File: config.mk
export PLATFORM = sky130hd
export DESIGN_NAME = shader_source_tokenizer
export DESIGN_NICKNAME = d
export VERILOG_FILES = /design/src/sv/sst_pkg.sv /design/src/sv/sst_front.sv /design/src/sv/sst_queue.sv /design/src/sv/sst_back.sv /design/src/sv/shader_source_tokenizer.sv
export SDC_FILE = /design/constraint.sdc
export NUM_CORES = 1
export LEC_CHECK = 0
export BUFFER_PORTS_ARGS = -buffer_cell sky130_fd_sc_hd__buf_2
export CAP_MARGIN = 25
export CORE_ASPECT_RATIO = 0.8
export CORE_MARGIN = 3
export CORE_UTILIZATION = 55
export CTS_BUF_LIST = sky130_fd_sc_hd__clkbuf_16
export CTS_CLUSTER_SIZE = 8
export DETAILED_ROUTE_END_ITERATION = 8
export PLACE_DENSITY = 0.79
export SYNTH_ARGS = -nofsm -noshare
export SYNTH_HDL_FRONTEND = slang
export SYNTH_SLANG_ARGS = --single-unit
File: constraint.sdc
create_clock -name clk -period 6.55 [get_ports clk]
set_input_delay 0.9825 -clock clk [delete_from_list [all_inputs] [get_ports clk]]
set_output_delay 0.9825 -clock clk [all_outputs]
set_load 0.1 [all_outputs]
File: src/sv/sst_pkg.sv
`timescale 1ns / 1ps
// Shared types and constants for the shader source tokenizer.
// No dependencies; every other file imports this package.
package sst_pkg;

    typedef enum logic [3:0] {
        M_IDLE,
        M_SLASH,
        M_LINE_START,
        M_LINE_SKIP,
        M_COMMAND,
        M_BLOCK,
        M_MACRO,
        M_LT,
        M_GT,
        M_BAR,
        M_AMP,
        M_EQ,
        M_BANG,
        M_LITERAL,
        M_IDENT
    } lex_mode_t;

    localparam logic [5:0] K_NEWLINE   = 6'd0;
    localparam logic [5:0] K_COMMAND   = 6'd1;
    localparam logic [5:0] K_MACRO     = 6'd2;
    localparam logic [5:0] K_COMMA     = 6'd3;
    localparam logic [5:0] K_SEMICOLON = 6'd4;
    localparam logic [5:0] K_LPAREN    = 6'd5;
    localparam logic [5:0] K_RPAREN    = 6'd6;
    localparam logic [5:0] K_LBRACKET  = 6'd7;
    localparam logic [5:0] K_RBRACKET  = 6'd8;
    localparam logic [5:0] K_LBRACE    = 6'd9;
    localparam logic [5:0] K_RBRACE    = 6'd10;
    localparam logic [5:0] K_ADD       = 6'd11;
    localparam logic [5:0] K_SUB       = 6'd12;
    localparam logic [5:0] K_MUL       = 6'd13;
    localparam logic [5:0] K_DIV       = 6'd14;
    localparam logic [5:0] K_REM       = 6'd15;
    localparam logic [5:0] K_XOR       = 6'd16;
    localparam logic [5:0] K_LTEQ      = 6'd17;
    localparam logic [5:0] K_LT        = 6'd18;
    localparam logic [5:0] K_GTEQ      = 6'd19;
    localparam logic [5:0] K_GT        = 6'd20;
    localparam logic [5:0] K_LOGIC_OR  = 6'd21;
    localparam logic [5:0] K_OR        = 6'd22;
    localparam logic [5:0] K_LOGIC_AND = 6'd23;
    localparam logic [5:0] K_AND       = 6'd24;
    localparam logic [5:0] K_EQ        = 6'd25;
    localparam logic [5:0] K_ASSIGN    = 6'd26;
    localparam logic [5:0] K_TERNARY   = 6'd27;
    localparam logic [5:0] K_COLON     = 6'd28;
    localparam logic [5:0] K_DOT       = 6'd29;
    localparam logic [5:0] K_NEQ       = 6'd30;
    localparam logic [5:0] K_LITERAL   = 6'd31;
    localparam logic [5:0] K_IDENT     = 6'd32;

    localparam logic [7:0] CH_LF         = 8'h0A;
    localparam logic [7:0] CH_CR         = 8'h0D;
    localparam logic [7:0] CH_BANG       = 8'h21;
    localparam logic [7:0] CH_HASH       = 8'h23;
    localparam logic [7:0] CH_AMP        = 8'h26;
    localparam logic [7:0] CH_STAR       = 8'h2A;
    localparam logic [7:0] CH_DOT        = 8'h2E;
    localparam logic [7:0] CH_SLASH      = 8'h2F;
    localparam logic [7:0] CH_EQUAL      = 8'h3D;
    localparam logic [7:0] CH_UNDERSCORE = 8'h5F;
    localparam logic [7:0] CH_BAR        = 8'h7C;

    // Queue between the lexer front and the result serializer.
    localparam int Q_DEPTH = 4;
    localparam int Q_PTR_W = $clog2(Q_DEPTH);

    typedef struct packed {
        logic [5:0] kind;
        logic [7:0] data;
        logic       cvalid;
        logic       tlast;
    } tok_res_t;

    // All results caused by one input word; count is 1 or 2.
    typedef struct packed {
        logic [1:0]     count;
        tok_res_t [2:0] res;
    } tok_bundle_t;

endpackage

File: src/sv/sst_front.sv
`timescale 1ns / 1ps
// Lexer front end: accepts one source word per cycle while the queue is not full,
// advances the lexer state and builds the bundle of results for that word. Uses sst_pkg.
module sst_front (
    input  logic                 clk,
    input  logic                 rst_n,
    input  logic                 src_valid,
    output logic                 src_ready,
    input  logic [7:0]           char_in,
    input  logic                 end_of_text,
    input  logic                 q_full,
    output logic                 q_push,
    output sst_pkg::tok_bundle_t q_data
);
    import sst_pkg::*;

    typedef struct packed {
        lex_mode_t  mode;
        logic [7:0] held_char;
        logic       held_valid;
        logic       lit_suffix;
        logic       star_seen;
    } lex_state_t;

    localparam lex_state_t RESET_STATE = '{mode: M_IDLE, held_char: 8'd0,
        held_valid: 1'b0, lit_suffix: 1'b0, star_seen: 1'b0};

    lex_state_t state_reg;
    lex_state_t state_next;
    tok_res_t   slot [3];
    logic [2:0] slot_v;
    logic       do_start;
    logic       more;
    logic [5:0] text_kind;
    logic [1:0] n;
    logic       accept;

    function automatic logic is_digit(input logic [7:0] c);
        return (c >= "0") && (c <= "9");
    endfunction

    function automatic logic is_alpha(input logic [7:0] c);
        return ((c >= "a") && (c <= "z")) || ((c >= "A") && (c <= "Z"));
    endfunction

    function automatic tok_res_t mk(input logic [5:0] k, input logic [7:0] d,
                                    input logic v, input logic l);
        tok_res_t r;
        r.kind   = k;
        r.data   = v ? d : 8'd0;
        r.cvalid = v;
        r.tlast  = l;
        return r;
    endfunction

    function automatic logic [7:0] op_second(input lex_mode_t m);
        logic [7:0] r;
        unique case (m)
            M_BAR:   r = CH_BAR;
            M_AMP:   r = CH_AMP;
            default: r = CH_EQUAL;
        endcase
        return r;
    endfunction

    function automatic logic [5:0] op_pair(input lex_mode_t m);
        logic [5:0] r;
        unique case (m)
            M_LT:    r = K_LTEQ;
            M_GT:    r = K_GTEQ;
            M_BAR:   r = K_LOGIC_OR;
            M_AMP:   r = K_LOGIC_AND;
            default: r = K_EQ;
        endcase
        return r;
    endfunction

    function automatic logic [5:0] op_single(input lex_mode_t m);
        logic [5:0] r;
        unique case (m)
            M_LT:    r = K_LT;
            M_GT:    r = K_GT;
            M_BAR:   r = K_OR;
            M_AMP:   r = K_AND;
            default: r = K_ASSIGN;
        endcase
        return r;
    endfunction

    assign src_ready = !q_full;
    assign accept    = src_valid && src_ready;

    // Slot 0 holds what the current mode emits, slot 1 what a new token
    // start emits, slot 2 the flush at end of text.
    always_comb
    begin
        state_next = state_reg;
        slot[0]    = '0;
        slot[1]    = '0;
        slot[2]    = '0;
        slot_v     = 3'b000;
        do_start   = 1'b0;
        more       = 1'b0;
        text_kind  = (state_reg.mode == M_COMMAND) ? K_COMMAND : K_MACRO;

        unique case (state_reg.mode)
            M_SLASH:
            begin
                if (char_in == CH_SLASH)
                begin
                    state_next.mode = M_LINE_START;
                end
                else if (char_in == CH_STAR)
                begin
                    state_next.mode      = M_BLOCK;
                    state_next.star_seen = 1'b0;
                end
                else
                begin
                    slot[0]   = mk(K_DIV, 8'd0, 1'b0, 1'b1);
                    slot_v[0] = 1'b1;
                    do_start  = 1'b1;
                end
            end
            M_LINE_START:
            begin
                if (char_in == CH_BANG)
                begin
                    state_next.mode       = M_COMMAND;
                    state_next.held_valid = 1'b0;
                end
                else if (char_in == CH_LF)
                begin
                    do_start = 1'b1;
                end
                else
                begin
                    state_next.mode = M_LINE_SKIP;
                end
            end
            M_LINE_SKIP:
            begin
                do_start = (char_in == CH_LF);
            end
            M_COMMAND, M_MACRO:
            begin
                if (char_in == CH_LF)
                begin
                    slot[0] = mk(text_kind, state_reg.held_char,
                                 state_reg.held_valid, 1'b1);
                    slot_v[0]             = 1'b1;
                    state_next.held_valid = 1'b0;
                    do_start              = 1'b1;
                end
                else
                begin
                    slot[0]   = mk(text_kind, state_reg.held_char, 1'b1, 1'b0);
                    slot_v[0] = state_reg.held_valid;
                    state_next.held_char  = char_in;
                    state_next.held_valid = 1'b1;
                end
            end
            M_BLOCK:
            begin
                if (state_reg.star_seen && (char_in == CH_SLASH))
                begin
                    state_next.mode      = M_IDLE;
                    state_next.star_seen = 1'b0;
                end
                else
                begin
                    slot[0]   = mk(K_NEWLINE, 8'd0, 1'b0, 1'b1);
                    slot_v[0] = (char_in == CH_LF);
                    state_next.star_seen = (char_in == CH_STAR);
                end
            end
            M_LT, M_GT, M_BAR, M_AMP, M_EQ:
            begin
                slot_v[0] = 1'b1;
                if (char_in == op_second(state_reg.mode))
                begin
                    slot[0]         = mk(op_pair(state_reg.mode), 8'd0, 1'b0, 1'b1);
                    state_next.mode = M_IDLE;
                end
                else
                begin
                    slot[0]  = mk(op_single(state_reg.mode), 8'd0, 1'b0, 1'b1);
                    do_start = 1'b1;
                end
            end
            M_BANG:
            begin
                if (char_in == CH_EQUAL)
                begin
                    slot[0]         = mk(K_NEQ, 8'd0, 1'b0, 1'b1);
                    slot_v[0]       = 1'b1;
                    state_next.mode = M_IDLE;
                end
                else
                begin
                    do_start = 1'b1;
                end
            end
            M_LITERAL, M_IDENT:
            begin
                if (state_reg.mode == M_LITERAL)
                begin
                    if (is_alpha(char_in))
                    begin
                        more                  = 1'b1;
                        state_next.lit_suffix = 1'b1;
                    end
                    else
                    begin
                        more = !state_reg.lit_suffix
                            && (is_digit(char_in) || (char_in == CH_DOT));
                    end
                end
                else
                begin
                    more = is_alpha(char_in) || is_digit(char_in)
                        || (char_in == CH_UNDERSCORE) || (char_in == CH_DOT);
                end
                slot[0] = mk((state_reg.mode == M_LITERAL) ? K_LITERAL : K_IDENT,
                             state_reg.held_char, 1'b1, !more);
                slot_v[0] = 1'b1;
                if (more)
                begin
                    state_next.held_char  = char_in;
                    state_next.held_valid = 1'b1;
                end
                else
                begin
                    state_next.held_valid = 1'b0;
                    do_start              = 1'b1;
                end
            end
            default:
            begin
                do_start = 1'b1;
            end
        endcase

        // Start of a new token from the current character.
        if (do_start)
        begin
            state_next.mode = M_IDLE;
            slot_v[1]       = 1'b1;
            unique case (char_in)
                CH_LF:   slot[1] = mk(K_NEWLINE, 8'd0, 1'b0, 1'b1);
                ",":     slot[1] = mk(K_COMMA, 8'd0, 1'b0, 1'b1);
                ";":     slot[1] = mk(K_SEMICOLON, 8'd0, 1'b0, 1'b1);
                "(":     slot[1] = mk(K_LPAREN, 8'd0, 1'b0, 1'b1);
                ")":     slot[1] = mk(K_RPAREN, 8'd0, 1'b0, 1'b1);
                "[":     slot[1] = mk(K_LBRACKET, 8'd0, 1'b0, 1'b1);
                "]":     slot[1] = mk(K_RBRACKET, 8'd0, 1'b0, 1'b1);
                "{":     slot[1] = mk(K_LBRACE, 8'd0, 1'b0, 1'b1);
                "}":     slot[1] = mk(K_RBRACE, 8'd0, 1'b0, 1'b1);
                "+":     slot[1] = mk(K_ADD, 8'd0, 1'b0, 1'b1);
                "-":     slot[1] = mk(K_SUB, 8'd0, 1'b0, 1'b1);
                CH_STAR: slot[1] = mk(K_MUL, 8'd0, 1'b0, 1'b1);
                "%":     slot[1] = mk(K_REM, 8'd0, 1'b0, 1'b1);
                "^":     slot[1] = mk(K_XOR, 8'd0, 1'b0, 1'b1);
                "?":     slot[1] = mk(K_TERNARY, 8'd0, 1'b0, 1'b1);
                ":":     slot[1] = mk(K_COLON, 8'd0, 1'b0, 1'b1);
                CH_DOT:  slot[1] = mk(K_DOT, 8'd0, 1'b0, 1'b1);
                default:
                begin
                    slot_v[1] = 1'b0;
                    unique case (char_in)
                        CH_SLASH: state_next.mode = M_SLASH;
                        CH_HASH:
                        begin
                            state_next.mode       = M_MACRO;
                            state_next.held_valid = 1'b0;
                        end
                        "<":      state_next.mode = M_LT;
                        ">":      state_next.mode = M_GT;
                        CH_BAR:   state_next.mode = M_BAR;
                        CH_AMP:   state_next.mode = M_AMP;
                        CH_EQUAL: state_next.mode = M_EQ;
                        CH_BANG:  state_next.mode = M_BANG;
                        default:
                        begin
                            if (is_digit(char_in))
                            begin
                                state_next.mode       = M_LITERAL;
                                state_next.lit_suffix = 1'b0;
                                state_next.held_char  = char_in;
                                state_next.held_valid = 1'b1;
                            end
                            else if (is_alpha(char_in) || (char_in == CH_UNDERSCORE))
                            begin
                                state_next.mode       = M_IDENT;
                                state_next.held_char  = char_in;
                                state_next.held_valid = 1'b1;
                            end
                        end
                    endcase
                end
            endcase
        end

        // Flush whatever is pending at the end of the buffer.
        if (end_of_text)
        begin
            unique case (state_next.mode)
                M_SLASH:
                begin
                    slot[2]   = mk(K_DIV, 8'd0, 1'b0, 1'b1);
                    slot_v[2] = 1'b1;
                end
                M_COMMAND, M_MACRO, M_LITERAL, M_IDENT:
                begin
                    unique case (state_next.mode)
                        M_COMMAND: text_kind = K_COMMAND;
                        M_MACRO:   text_kind = K_MACRO;
                        M_LITERAL: text_kind = K_LITERAL;
                        default:   text_kind = K_IDENT;
                    endcase
                    slot[2] = mk(text_kind, state_next.held_char,
                                 state_next.held_valid, 1'b1);
                    slot_v[2] = 1'b1;
                end
                M_LT, M_GT, M_BAR, M_AMP, M_EQ:
                begin
                    slot[2]   = mk(op_single(state_next.mode), 8'd0, 1'b0, 1'b1);
                    slot_v[2] = 1'b1;
                end
                default:
                begin
                    slot_v[2] = 1'b0;
                end
            endcase
            state_next = RESET_STATE;
        end
    end

    // Pack the used slots in order into the bundle.
    always_comb
    begin
        n      = 2'd0;
        q_data = '0;
        for (int i = 0; i < 3; i++)
        begin
            if (slot_v[i])
            begin
                q_data.res[n] = slot[i];
                n             = n + 2'd1;
            end
        end
        q_data.count = n;
    end

    assign q_push = accept && (n != 2'd0);

    always_ff @(posedge clk or negedge rst_n)
    begin
        if (!rst_n)
        begin
            state_reg <= RESET_STATE;
        end
        else if (accept)
        begin
            state_reg <= state_next;
        end
    end

endmodule

File: src/sv/sst_queue.sv
`timescale 1ns / 1ps
// Short queue of result bundles between the lexer front and the serializer.
// Uses sst_pkg for the bundle type and depth.
module sst_queue (
    input  logic                 clk,
    input  logic                 rst_n,
    input  logic                 push,
    input  sst_pkg::tok_bundle_t push_data,
    output logic                 full,
    input  logic                 pop,
    output logic                 empty,
    output sst_pkg::tok_bundle_t head
);
    import sst_pkg::*;

    tok_bundle_t        mem_reg [Q_DEPTH];
    logic [Q_PTR_W-1:0] wr_ptr_reg;
    logic [Q_PTR_W-1:0] rd_ptr_reg;
    logic [Q_PTR_W:0]   count_reg;
    logic [Q_PTR_W:0]   count_next;

    assign full  = (count_reg == (Q_PTR_W+1)'(Q_DEPTH));
    assign empty = (count_reg == '0);
    assign head  = mem_reg[rd_ptr_reg];

    always_comb
    begin
        count_next = count_reg;
        if (push && !pop)
        begin
            count_next = count_reg + 1'b1;
        end
        else if (pop && !push)
        begin
            count_next = count_reg - 1'b1;
        end
    end

    always_ff @(posedge clk)
    begin
        if (push)
        begin
            mem_reg[wr_ptr_reg] <= push_data;
        end
    end

    always_ff @(posedge clk or negedge rst_n)
    begin
        if (!rst_n)
        begin
            wr_ptr_reg <= '0;
            rd_ptr_reg <= '0;
            count_reg  <= '0;
        end
        else
        begin
            if (push)
            begin
                wr_ptr_reg <= wr_ptr_reg + 1'b1;
            end
            if (pop)
            begin
                rd_ptr_reg <= rd_ptr_reg + 1'b1;
            end
            count_reg <= count_next;
        end
    end

endmodule

File: src/sv/sst_back.sv
`timescale 1ns / 1ps
// Result serializer: takes bundles from the queue and sends their results
// one word per cycle while tok_ready is high, through an output register. Uses sst_pkg.
module sst_back (
    input  logic                 clk,
    input  logic                 rst_n,
    input  logic                 q_empty,
    input  sst_pkg::tok_bundle_t q_head,
    output logic                 q_pop,
    output logic                 tok_valid,
    input  logic                 tok_ready,
    output logic [5:0]           token_kind,
    output logic [7:0]           data_char,
    output logic                 char_valid,
    output logic                 token_last,
    output logic                 run_last
);
    import sst_pkg::*;

    logic       valid_reg;
    logic       valid_next;
    tok_res_t   res_reg;
    logic       run_last_reg;
    logic [1:0] idx_reg;
    logic [1:0] idx_next;
    logic       load;
    logic       bundle_done;

    assign load        = !q_empty && (!valid_reg || tok_ready);
    assign bundle_done = (idx_reg == (q_head.count - 2'd1));
    assign q_pop       = load && bundle_done;

    always_comb
    begin
        valid_next = valid_reg;
        idx_next   = idx_reg;
        if (load)
        begin
            valid_next = 1'b1;
            idx_next   = bundle_done ? 2'd0 : idx_reg + 2'd1;
        end
        else if (tok_ready)
        begin
            valid_next = 1'b0;
        end
    end

    always_ff @(posedge clk or negedge rst_n)
    begin
        if (!rst_n)
        begin
            valid_reg <= 1'b0;
            idx_reg   <= 2'd0;
        end
        else
        begin
            valid_reg <= valid_next;
            idx_reg   <= idx_next;
        end
    end

    always_ff @(posedge clk)
    begin
        if (load)
        begin
            res_reg      <= q_head.res[idx_reg];
            run_last_reg <= bundle_done;
        end
    end

    assign tok_valid  = valid_reg;
    assign token_kind = res_reg.kind;
    assign data_char  = res_reg.data;
    assign char_valid = res_reg.cvalid;
    assign token_last = res_reg.tlast;
    assign run_last   = run_last_reg;

endmodule

File: src/sv/shader_source_tokenizer.sv
`timescale 1ns / 1ps
// Shader source tokenizer: one source byte per cycle in while src_ready is high,
// token results out. Each result passes through the queue and the output register.
// Throughput: one byte per cycle while each byte causes at most one result and tok_ready
// is high; a byte causing two results occupies the single output register with each in turn.
// Reset (rst_n low, asynchronous) returns the lexer to idle and empties the queue.
module shader_source_tokenizer (
    input  logic       clk,
    input  logic       rst_n,
    input  logic       src_valid,
    output logic       src_ready,
    input  logic [7:0] char_in,
    input  logic       end_of_text,
    output logic       tok_valid,
    input  logic       tok_ready,
    output logic [5:0] token_kind,
    output logic [7:0] data_char,
    output logic       char_valid,
    output logic       token_last,
    output logic       run_last
);
    import sst_pkg::*;

    logic        q_push;
    logic        q_full;
    logic        q_pop;
    logic        q_empty;
    tok_bundle_t q_in;
    tok_bundle_t q_head;

    sst_front u_front (
        .clk         (clk),
        .rst_n       (rst_n),
        .src_valid   (src_valid),
        .src_ready   (src_ready),
        .char_in     (char_in),
        .end_of_text (end_of_text),
        .q_full      (q_full),
        .q_push      (q_push),
        .q_data      (q_in)
    );

    sst_queue u_queue (
        .clk       (clk),
        .rst_n     (rst_n),
        .push      (q_push),
        .push_data (q_in),
        .full      (q_full),
        .pop       (q_pop),
        .empty     (q_empty),
        .head      (q_head)
    );

    sst_back u_back (
        .clk        (clk),
        .rst_n      (rst_n),
        .q_empty    (q_empty),
        .q_head     (q_head),
        .q_pop      (q_pop),
        .tok_valid  (tok_valid),
        .tok_ready  (tok_ready),
        .token_kind (token_kind),
        .data_char  (data_char),
        .char_valid (char_valid),
        .token_last (token_last),
        .run_last   (run_last)
    );

endmodule

==> results.py, run 1 <==
metrics = {
    "timing": {
        "post-route-period-util": 0.831,
        "hold_viol_final": 0,
        "finalSetupViolations": 0,
        "timing.setup.tns_ns": 0,
        "whs_ns": 0.501,
        "final_max_slew_viol_count": 0,
        "fin_crit_ns": 5.44,
        "fin_worst_skew_ns": 0.0132,
        "relSlewSlack": 0.345,
        "rsz0062_at_grt": "no",
        "fmax_ghz": 0.184,
        "worst_pin_slew_ns": 0.970,
    },
    "worst_setup_path": {
        "cp_data_required_time_ns": 6.97,
        "startpoint_type": "register",
        "critPathMaxFanout": 19,
        "worst_setup_path_end_kind": "register",
        "arrival_ns": 5.86,
        "critPathKind": "register to register",
    },
    "routing": {
        "detail-route-antenna-nets": 0,
        "drc_errors": 0,
        "wire_per_inst_um": 23.4,
        "vias_per_cell": 6.55,
        "firstDrtPassIters": 5,
        "num_vias": 7447,
        "wirelength_um": 26600,
        "drt_iter0_drc": 869,
    },
    "power_and_ir_drop": {
        "seqPwrFrac": 0.372,
        "switchingPower_mw": 2.13,
        "p_leak_nw": 4.64,
        "ir_worst_vdd_mv": 0.211,
        "p_clk_frac": 0.278,
        "pwr-share-comb": 0.351,
        "power_density_mw_per_mm2": 444,
        "sw_frac_of_total": 0.364,
        "p_int_mw": 3.72,
    },
    "cells_and_area": {
        "antenna_cells": 0,
        "largest_reg_flops": 200,
        "syn_to_final_growth_pct": 11.5,
        "drive_above_1_share": 0.199,
        "nets": 879,
    },
    "clock_network": {
        "clk_latency_ns": 0.50,
        "numCtsBuffers": 36,
        "postCtsSetupRepairBufs": 0,
        "cts_buffer_depth": 3,
        "cts_max_level": 2,
        "clock-root-buffer": "clkbuf_16",
        "cts_hold_buffers": 0,
        "clock_sinks": 242,
        "cts_tree": "done",
        "cts.repair.resized": 0,
        "path_clk_slew_ns": 0.05,
    },
    "placement": {
        "hpwl_um": 16700,
        "place.gp.congestion": 0.941,
        "port_buffers": 31,
    },
    "global_route": {
        "grt_pass1_vias": 7269,
        "grt.total_usage": 0.236,
        "grt.overflow.total": 0,
        "grt_pass1_wl_um": 41900,
        "grt_max_degree": 51,
        "grt_antenna_before_repair": 0,
    },
    "yosys": {
        "ys_seq_area_frac": 0.605,
        "syn_nets": 856,
        "ys_types": 88,
        "syn_area_sq_mm": 0.0118,
        "synth_edf_count": 217,
        "avgSynthCellArea_sq_um": 14.2,
        "syn_inst": 833,
        "yosysWarnings": 0,
        "async_flop_share": 0.103,
        "ys.flop_type": "edfxtp_1",
        "synth_seq_cells": 242,
    },
    "floorplanning": {
        "row_count": 47,
        "ios": 32,
        "dieWidth_um": 170,
        "start_util": 0.566,
        "die-height_um": 137,
        "dieArea_sq_mm": 0.0233,
        "coreArea_sq_mm": 0.0209,
    },
    "flow_run": {
        "cap_violations": 0,
    },
    "outcome": {
        "status": "complete, no violations",
    },
    "hold_path": {
        "hold_class": "register to register",
    },
}
[synthesized netlist by cell type, types with 12 or more instances]
cell type / count / share of area
o21ai_0: 39 / 0.017
mux4_2: 50 / 0.095
o22ai_1: 21 / 0.011
buf_1: 13 / 0.0041
nand2_1: 67 / 0.021
clkbuf_1: 27 / 0.0086
nor2_1: 52 / 0.017
nor2b_1: 17 / 0.0090
mux2i_1: 32 / 0.027
nand3_1: 12 / 0.0051
edfxtp_1: 217 / 0.55
inv_1: 36 / 0.011
dfrtp_1: 25 / 0.053
a21oi_1: 14 / 0.0059
[final cells by class]
type                            instances  area, sq um
Multi-Input combinational cell        495         4250
Inverter                               36          135
Clock inverter                         14         96.3
Fill cell                            1452         7700
Tap cell                              269          337
Clock buffer                           36          901
Timing Repair Buffer                   45          310
Sequential cell                       242         7150
[worst max-delay path, stage by stage, from the launching register on]
cell and delay (ns):
dfrtp_1 0.74, xor2_1 0.43, a21oi_1 0.16, o211ai_1 0.74, o211ai_1 0.14, and4b_1 0.40, or2_2 0.40, inv_1 0.16
ha_1 0.32, and4_4 0.22, a221oi_4 0.43, ha_1 0.26, inv_1 0.08, fa_1 0.44, xor2_1 0.17, nor2_1 0.11
xor2_1 0.15
[metrics by stage]
step | setup WS [ns] | power (mW) | cell area [sq um] | util | instances
3_5_place_dp | 0.828 | 4.24 | 12200 | 0.583 | 1087
6_report | 1.11 | 5.85 | 13200 | 0.631 | 1137
2_1_floorplan | 0.926 | 3.77 | 11800 | - | 833
5_1_grt | 0.733 | 6.12 | 13200 | 0.631 | 1137
4_1_cts | 1.20 | 5.89 | 13200 | 0.631 | 1137
3_3_place_gp | 0.904 | 4.19 | 12200 | 0.583 | 1087
[layout by cell type (no fill, tap or decap), types with 9 or more instances in the layout]
cell type,netlist,final
inv_1,36,46
a32o_1,9,9
clkbuf_16,0,36
mux2i_1,32,32
nand3_1,12,12
nor2_1,52,52
mux4_2,50,50
dfrtp_1,25,23
o22ai_1,21,21
buf_2,11,31
nand2b_1,9,9
nand2_1,67,67
a22oi_1,9,9
nor2b_1,17,17
buf_4,3,10
edfxtp_1,217,217
nor3_1,11,11
o21ai_0,39,39
a21oi_1,14,13
ha_1,9,9
[layer usage]
layer	track usage	up-vias	part of all wire
met1	0.352	3746	0.44
li1	-	3269	-
met2	0.350	377	0.45
met3	0.0468	55	0.084
met4	0.0799	0	0.030
met5	0	-	0
[final timing paths]
kind / start / end / slack [ns] / cells past startpoint
worst max-delay path: u_front.state_reg[11] / u_queue.count_reg[2] / 1.11 / 16
worst min-delay path: u_queue.count_reg[2] / u_queue.count_reg[2] / 0.50 / 1
worst max register to register: u_front.state_reg[11] / u_queue.count_reg[2] / 1.11 / 16
worst min register to register: u_queue.count_reg[2] / u_queue.count_reg[2] / 0.50 / 1
max in group asynchronous: rst_n / u_queue.rd_ptr_reg[0] / 5.49 / 1
min in group asynchronous: rst_n / u_back.idx_reg[1] / 0.53 / 1
[power by group through the flow]
stage          registers [mW]  logic [mW]  clock network [mW]
6_report                 2.17        2.05                1.63
5_1_grt                  2.21        2.19                1.73
4_1_cts                  2.18        2.06                1.65
3_5_place_dp             2.20        2.04                   0
3_3_place_gp             2.19        2.00                   0
2_1_floorplan            2.53        1.25                   0
[kinds of logic after synthesis]
| kind of cell | Yosys count | synth area share |
|---|---|---|
| compound gates | 151 | 0.0941 |
| buf+inv | 96 | 0.0364 |
| simple gates | 225 | 0.105 |
| flops | 242 | 0.605 |
| xor+xnor | 16 | 0.0119 |
| fa+ha+maj | 10 | 0.0112 |
| mux | 93 | 0.137 |
Note: power is estimated with default switching activity, not from simulation.
==> run 2, diff against run 1 <==
- clock period: 6.55 -> 5.7 ns (I/O delays scaled with it)
==> run 2 against run 1 <==
Net effect: sequential share of layout area shrank 0.68 points; clock skew grew 0.0079 ns; register-to-register slack lost 0.29 ns; clock power grew 16%; core utilization grew 0.80 points; fmax grew 11%.
==> results.py, run 2 (same netlist as run 1, synthesis figures left out) <==
metrics = {
    "clock_network": {
        "clock_sinks": 242,
        "postCtsSetupRepairBufs": 0,
        "clk_latency_ns": 0.51,
        "cts_buffer_depth": 3,
        "cts_tree": "done",
        "cts.repair.resized": 0,
        "numCtsBuffers": 36,
        "path_clk_slew_ns": 0.05,
        "cts_max_level": 2,
        "clock-root-buffer": "clkbuf_16",
        "cts_hold_buffers": 0,
    },
    "placement": {
        "port_buffers": 31,
        "hpwl_um": 17500,
        "place.gp.congestion": 0.920,
        "place_inst": 1097,
    },
    "routing": {
        "wirelength_um": 27300,
        "vias_per_cell": 6.41,
        "firstDrtPassIters": 5,
        "detail-route-antenna-nets": 0,
        "num_vias": 7428,
        "wire_per_inst_um": 23.6,
        "drc_errors": 0,
        "drt_iter0_drc": 876,
    },
    "cells_and_area": {
        "drive_above_1_share": 0.208,
        "largest_reg_flops": 200,
        "syn_to_final_growth_pct": 12.9,
        "nets": 891,
        "final_cells": 1158,
        "final_common_cell": "edfxtp_1",
        "most-common-layout-cells": "edfxtp_1 (217), nand2_1 (67), inv_1 (56)",
        "antenna_cells": 0,
    },
    "worst_setup_path": {
        "path_common_cell": "o211ai_1",
        "critPathMaxFanout": 22,
        "slowest_stage": "dfrtp_1",
        "cp_cell_sequence": "xor2_1 -> a21oi_1 -> o211ai_1 -> o211ai_1 -> and4b_1 -> or2_2 -> inv_1 -> ha_1 -> and4_4 -> a221oi_4 -> buf_4 -> and2_2 -> buf_12",
        "arrival_ns": 5.07,
        "crit_buf_inv": 3,
        "cp_data_required_time_ns": 5.89,
        "max_stage_delay_ns": 0.75,
        "worst_setup_path_end_kind": "register",
        "startpoint_type": "register",
        "critPathKind": "register to register",
        "path_delay_family": "simple AND/OR/NAND/NOR gates",
    },
    "floorplanning": {
        "dieWidth_um": 170,
        "row_count": 47,
        "dieArea_sq_mm": 0.0233,
        "ios": 32,
        "die-height_um": 137,
        "coreArea_sq_mm": 0.0209,
        "start_util": 0.566,
    },
    "global_route": {
        "grt.total_usage": 0.242,
        "grt_antenna_before_repair": 1,
        "grt_pass1_vias": 7208,
        "grt_max_degree": 52,
        "grt_pass1_wl_um": 42600,
        "grt.overflow.total": 0,
    },
    "power_and_ir_drop": {
        "p_leak_nw": 4.76,
        "power_density_mw_per_mm2": 509,
        "ir_worst_vdd_mv": 0.239,
    },
    "timing": {
        "timing.setup.tns_ns": 0,
        "post-route-period-util": 0.857,
        "relSlewSlack": 0.350,
        "rsz0062_at_grt": "no",
        "fin_worst_skew_ns": 0.0211,
        "fin_crit_ns": 4.89,
        "finalSetupViolations": 0,
        "hold_viol_final": 0,
        "final_max_slew_viol_count": 0,
        "fmax_ghz": 0.205,
        "worst_pin_slew_ns": 0.975,
    },
    "outcome": {
        "status": "complete, no violations",
    },
    "hold_path": {
        "hold_class": "input port to asynchronous set/reset pin",
    },
    "flow_run": {
        "cap_violations": 0,
    },
}
[run 2: changes by cell type in the layout (fill, tap and decap cells not counted)]
cell,previous run,this run
inv_1,46,56
buf_16,0,1
clkinv_1,1,0
clkbuf_2,0,1
buf_4,10,18
buf_12,4,6
[run 2: final cells by class]
| cell class | instances | area, sq um |
|---|---|---|
| Fill cell | 1483 | 7540 |
| Sequential cell | 242 | 7150 |
| Multi-Input combinational cell | 495 | 4250 |
| Clock buffer | 36 | 901 |
| Timing Repair Buffer | 57 | 443 |
| Tap cell | 269 | 337 |
| Inverter | 36 | 135 |
| Clock inverter | 23 | 130 |
[run 2: final timing paths]
kind | cells after the start | to | slack [ns] | from
setup / recovery | 13 | u_queue.mem_reg[3][24] | 0.81 | u_front.state_reg[11]
max in group asynchronous | 1 | u_queue.rd_ptr_reg[0] | 4.76 | rst_n
min in group clk | 1 | u_queue.count_reg[2] | 0.50 | u_queue.count_reg[2]
setup reg to reg | 13 | u_queue.mem_reg[3][24] | 0.81 | u_front.state_reg[11]
hold reg to reg | 1 | u_queue.count_reg[2] | 0.50 | u_queue.count_reg[2]
hold / removal | 1 | u_back.idx_reg[1] | 0.40 | rst_n
[run 2: worst reg2reg max path: stages (launching register included)]
cell and delay [ns]:
dfrtp_1 0.75, xor2_1 0.49, a21oi_1 0.16, o211ai_1 0.43, o211ai_1 0.13, and4b_1 0.37
or2_2 0.40, inv_1 0.09, ha_1 0.28, and4_4 0.21, a221oi_4 0.32, buf_4 0.20
and2_2 0.48, buf_12 0.25
[run 2: metal layers]
metal / GRT usage / part of all wire / vias up
met5: 0 / 0.00048 / -
met4: 0.0699 / 0.019 / 2
met3: 0.0502 / 0.084 / 45
met2: 0.360 / 0.46 / 372
met1: 0.364 / 0.44 / 3714
li1: - / - / 3295
[run 2: metrics by stage]
step / total power, mW / instance area [sq um] / hold slack, ns / worst slack, ns / utilization
floorplan: 4.34 / 11800 / 0.464 / 0.203 / -
global placement: 4.84 / 12300 / 0.498 / 0.541 / 0.588
detailed placement: 4.90 / 12300 / 0.492 / 0.500 / 0.588
CTS: 6.81 / 13300 / 0.409 / 0.877 / 0.637
global route: 7.08 / 13300 / 0.436 / 0.566 / 0.639
finish: 6.78 / 13300 / 0.401 / 0.815 / 0.639
[run 2: where the power goes]
group	internal, mW	switching (mW)	total [mW]
Combinational	0.830	1.59	2.42
Sequential	2.31	0.162	2.47
Clock	1.17	0.718	1.89
Total	4.32	2.47	6.78
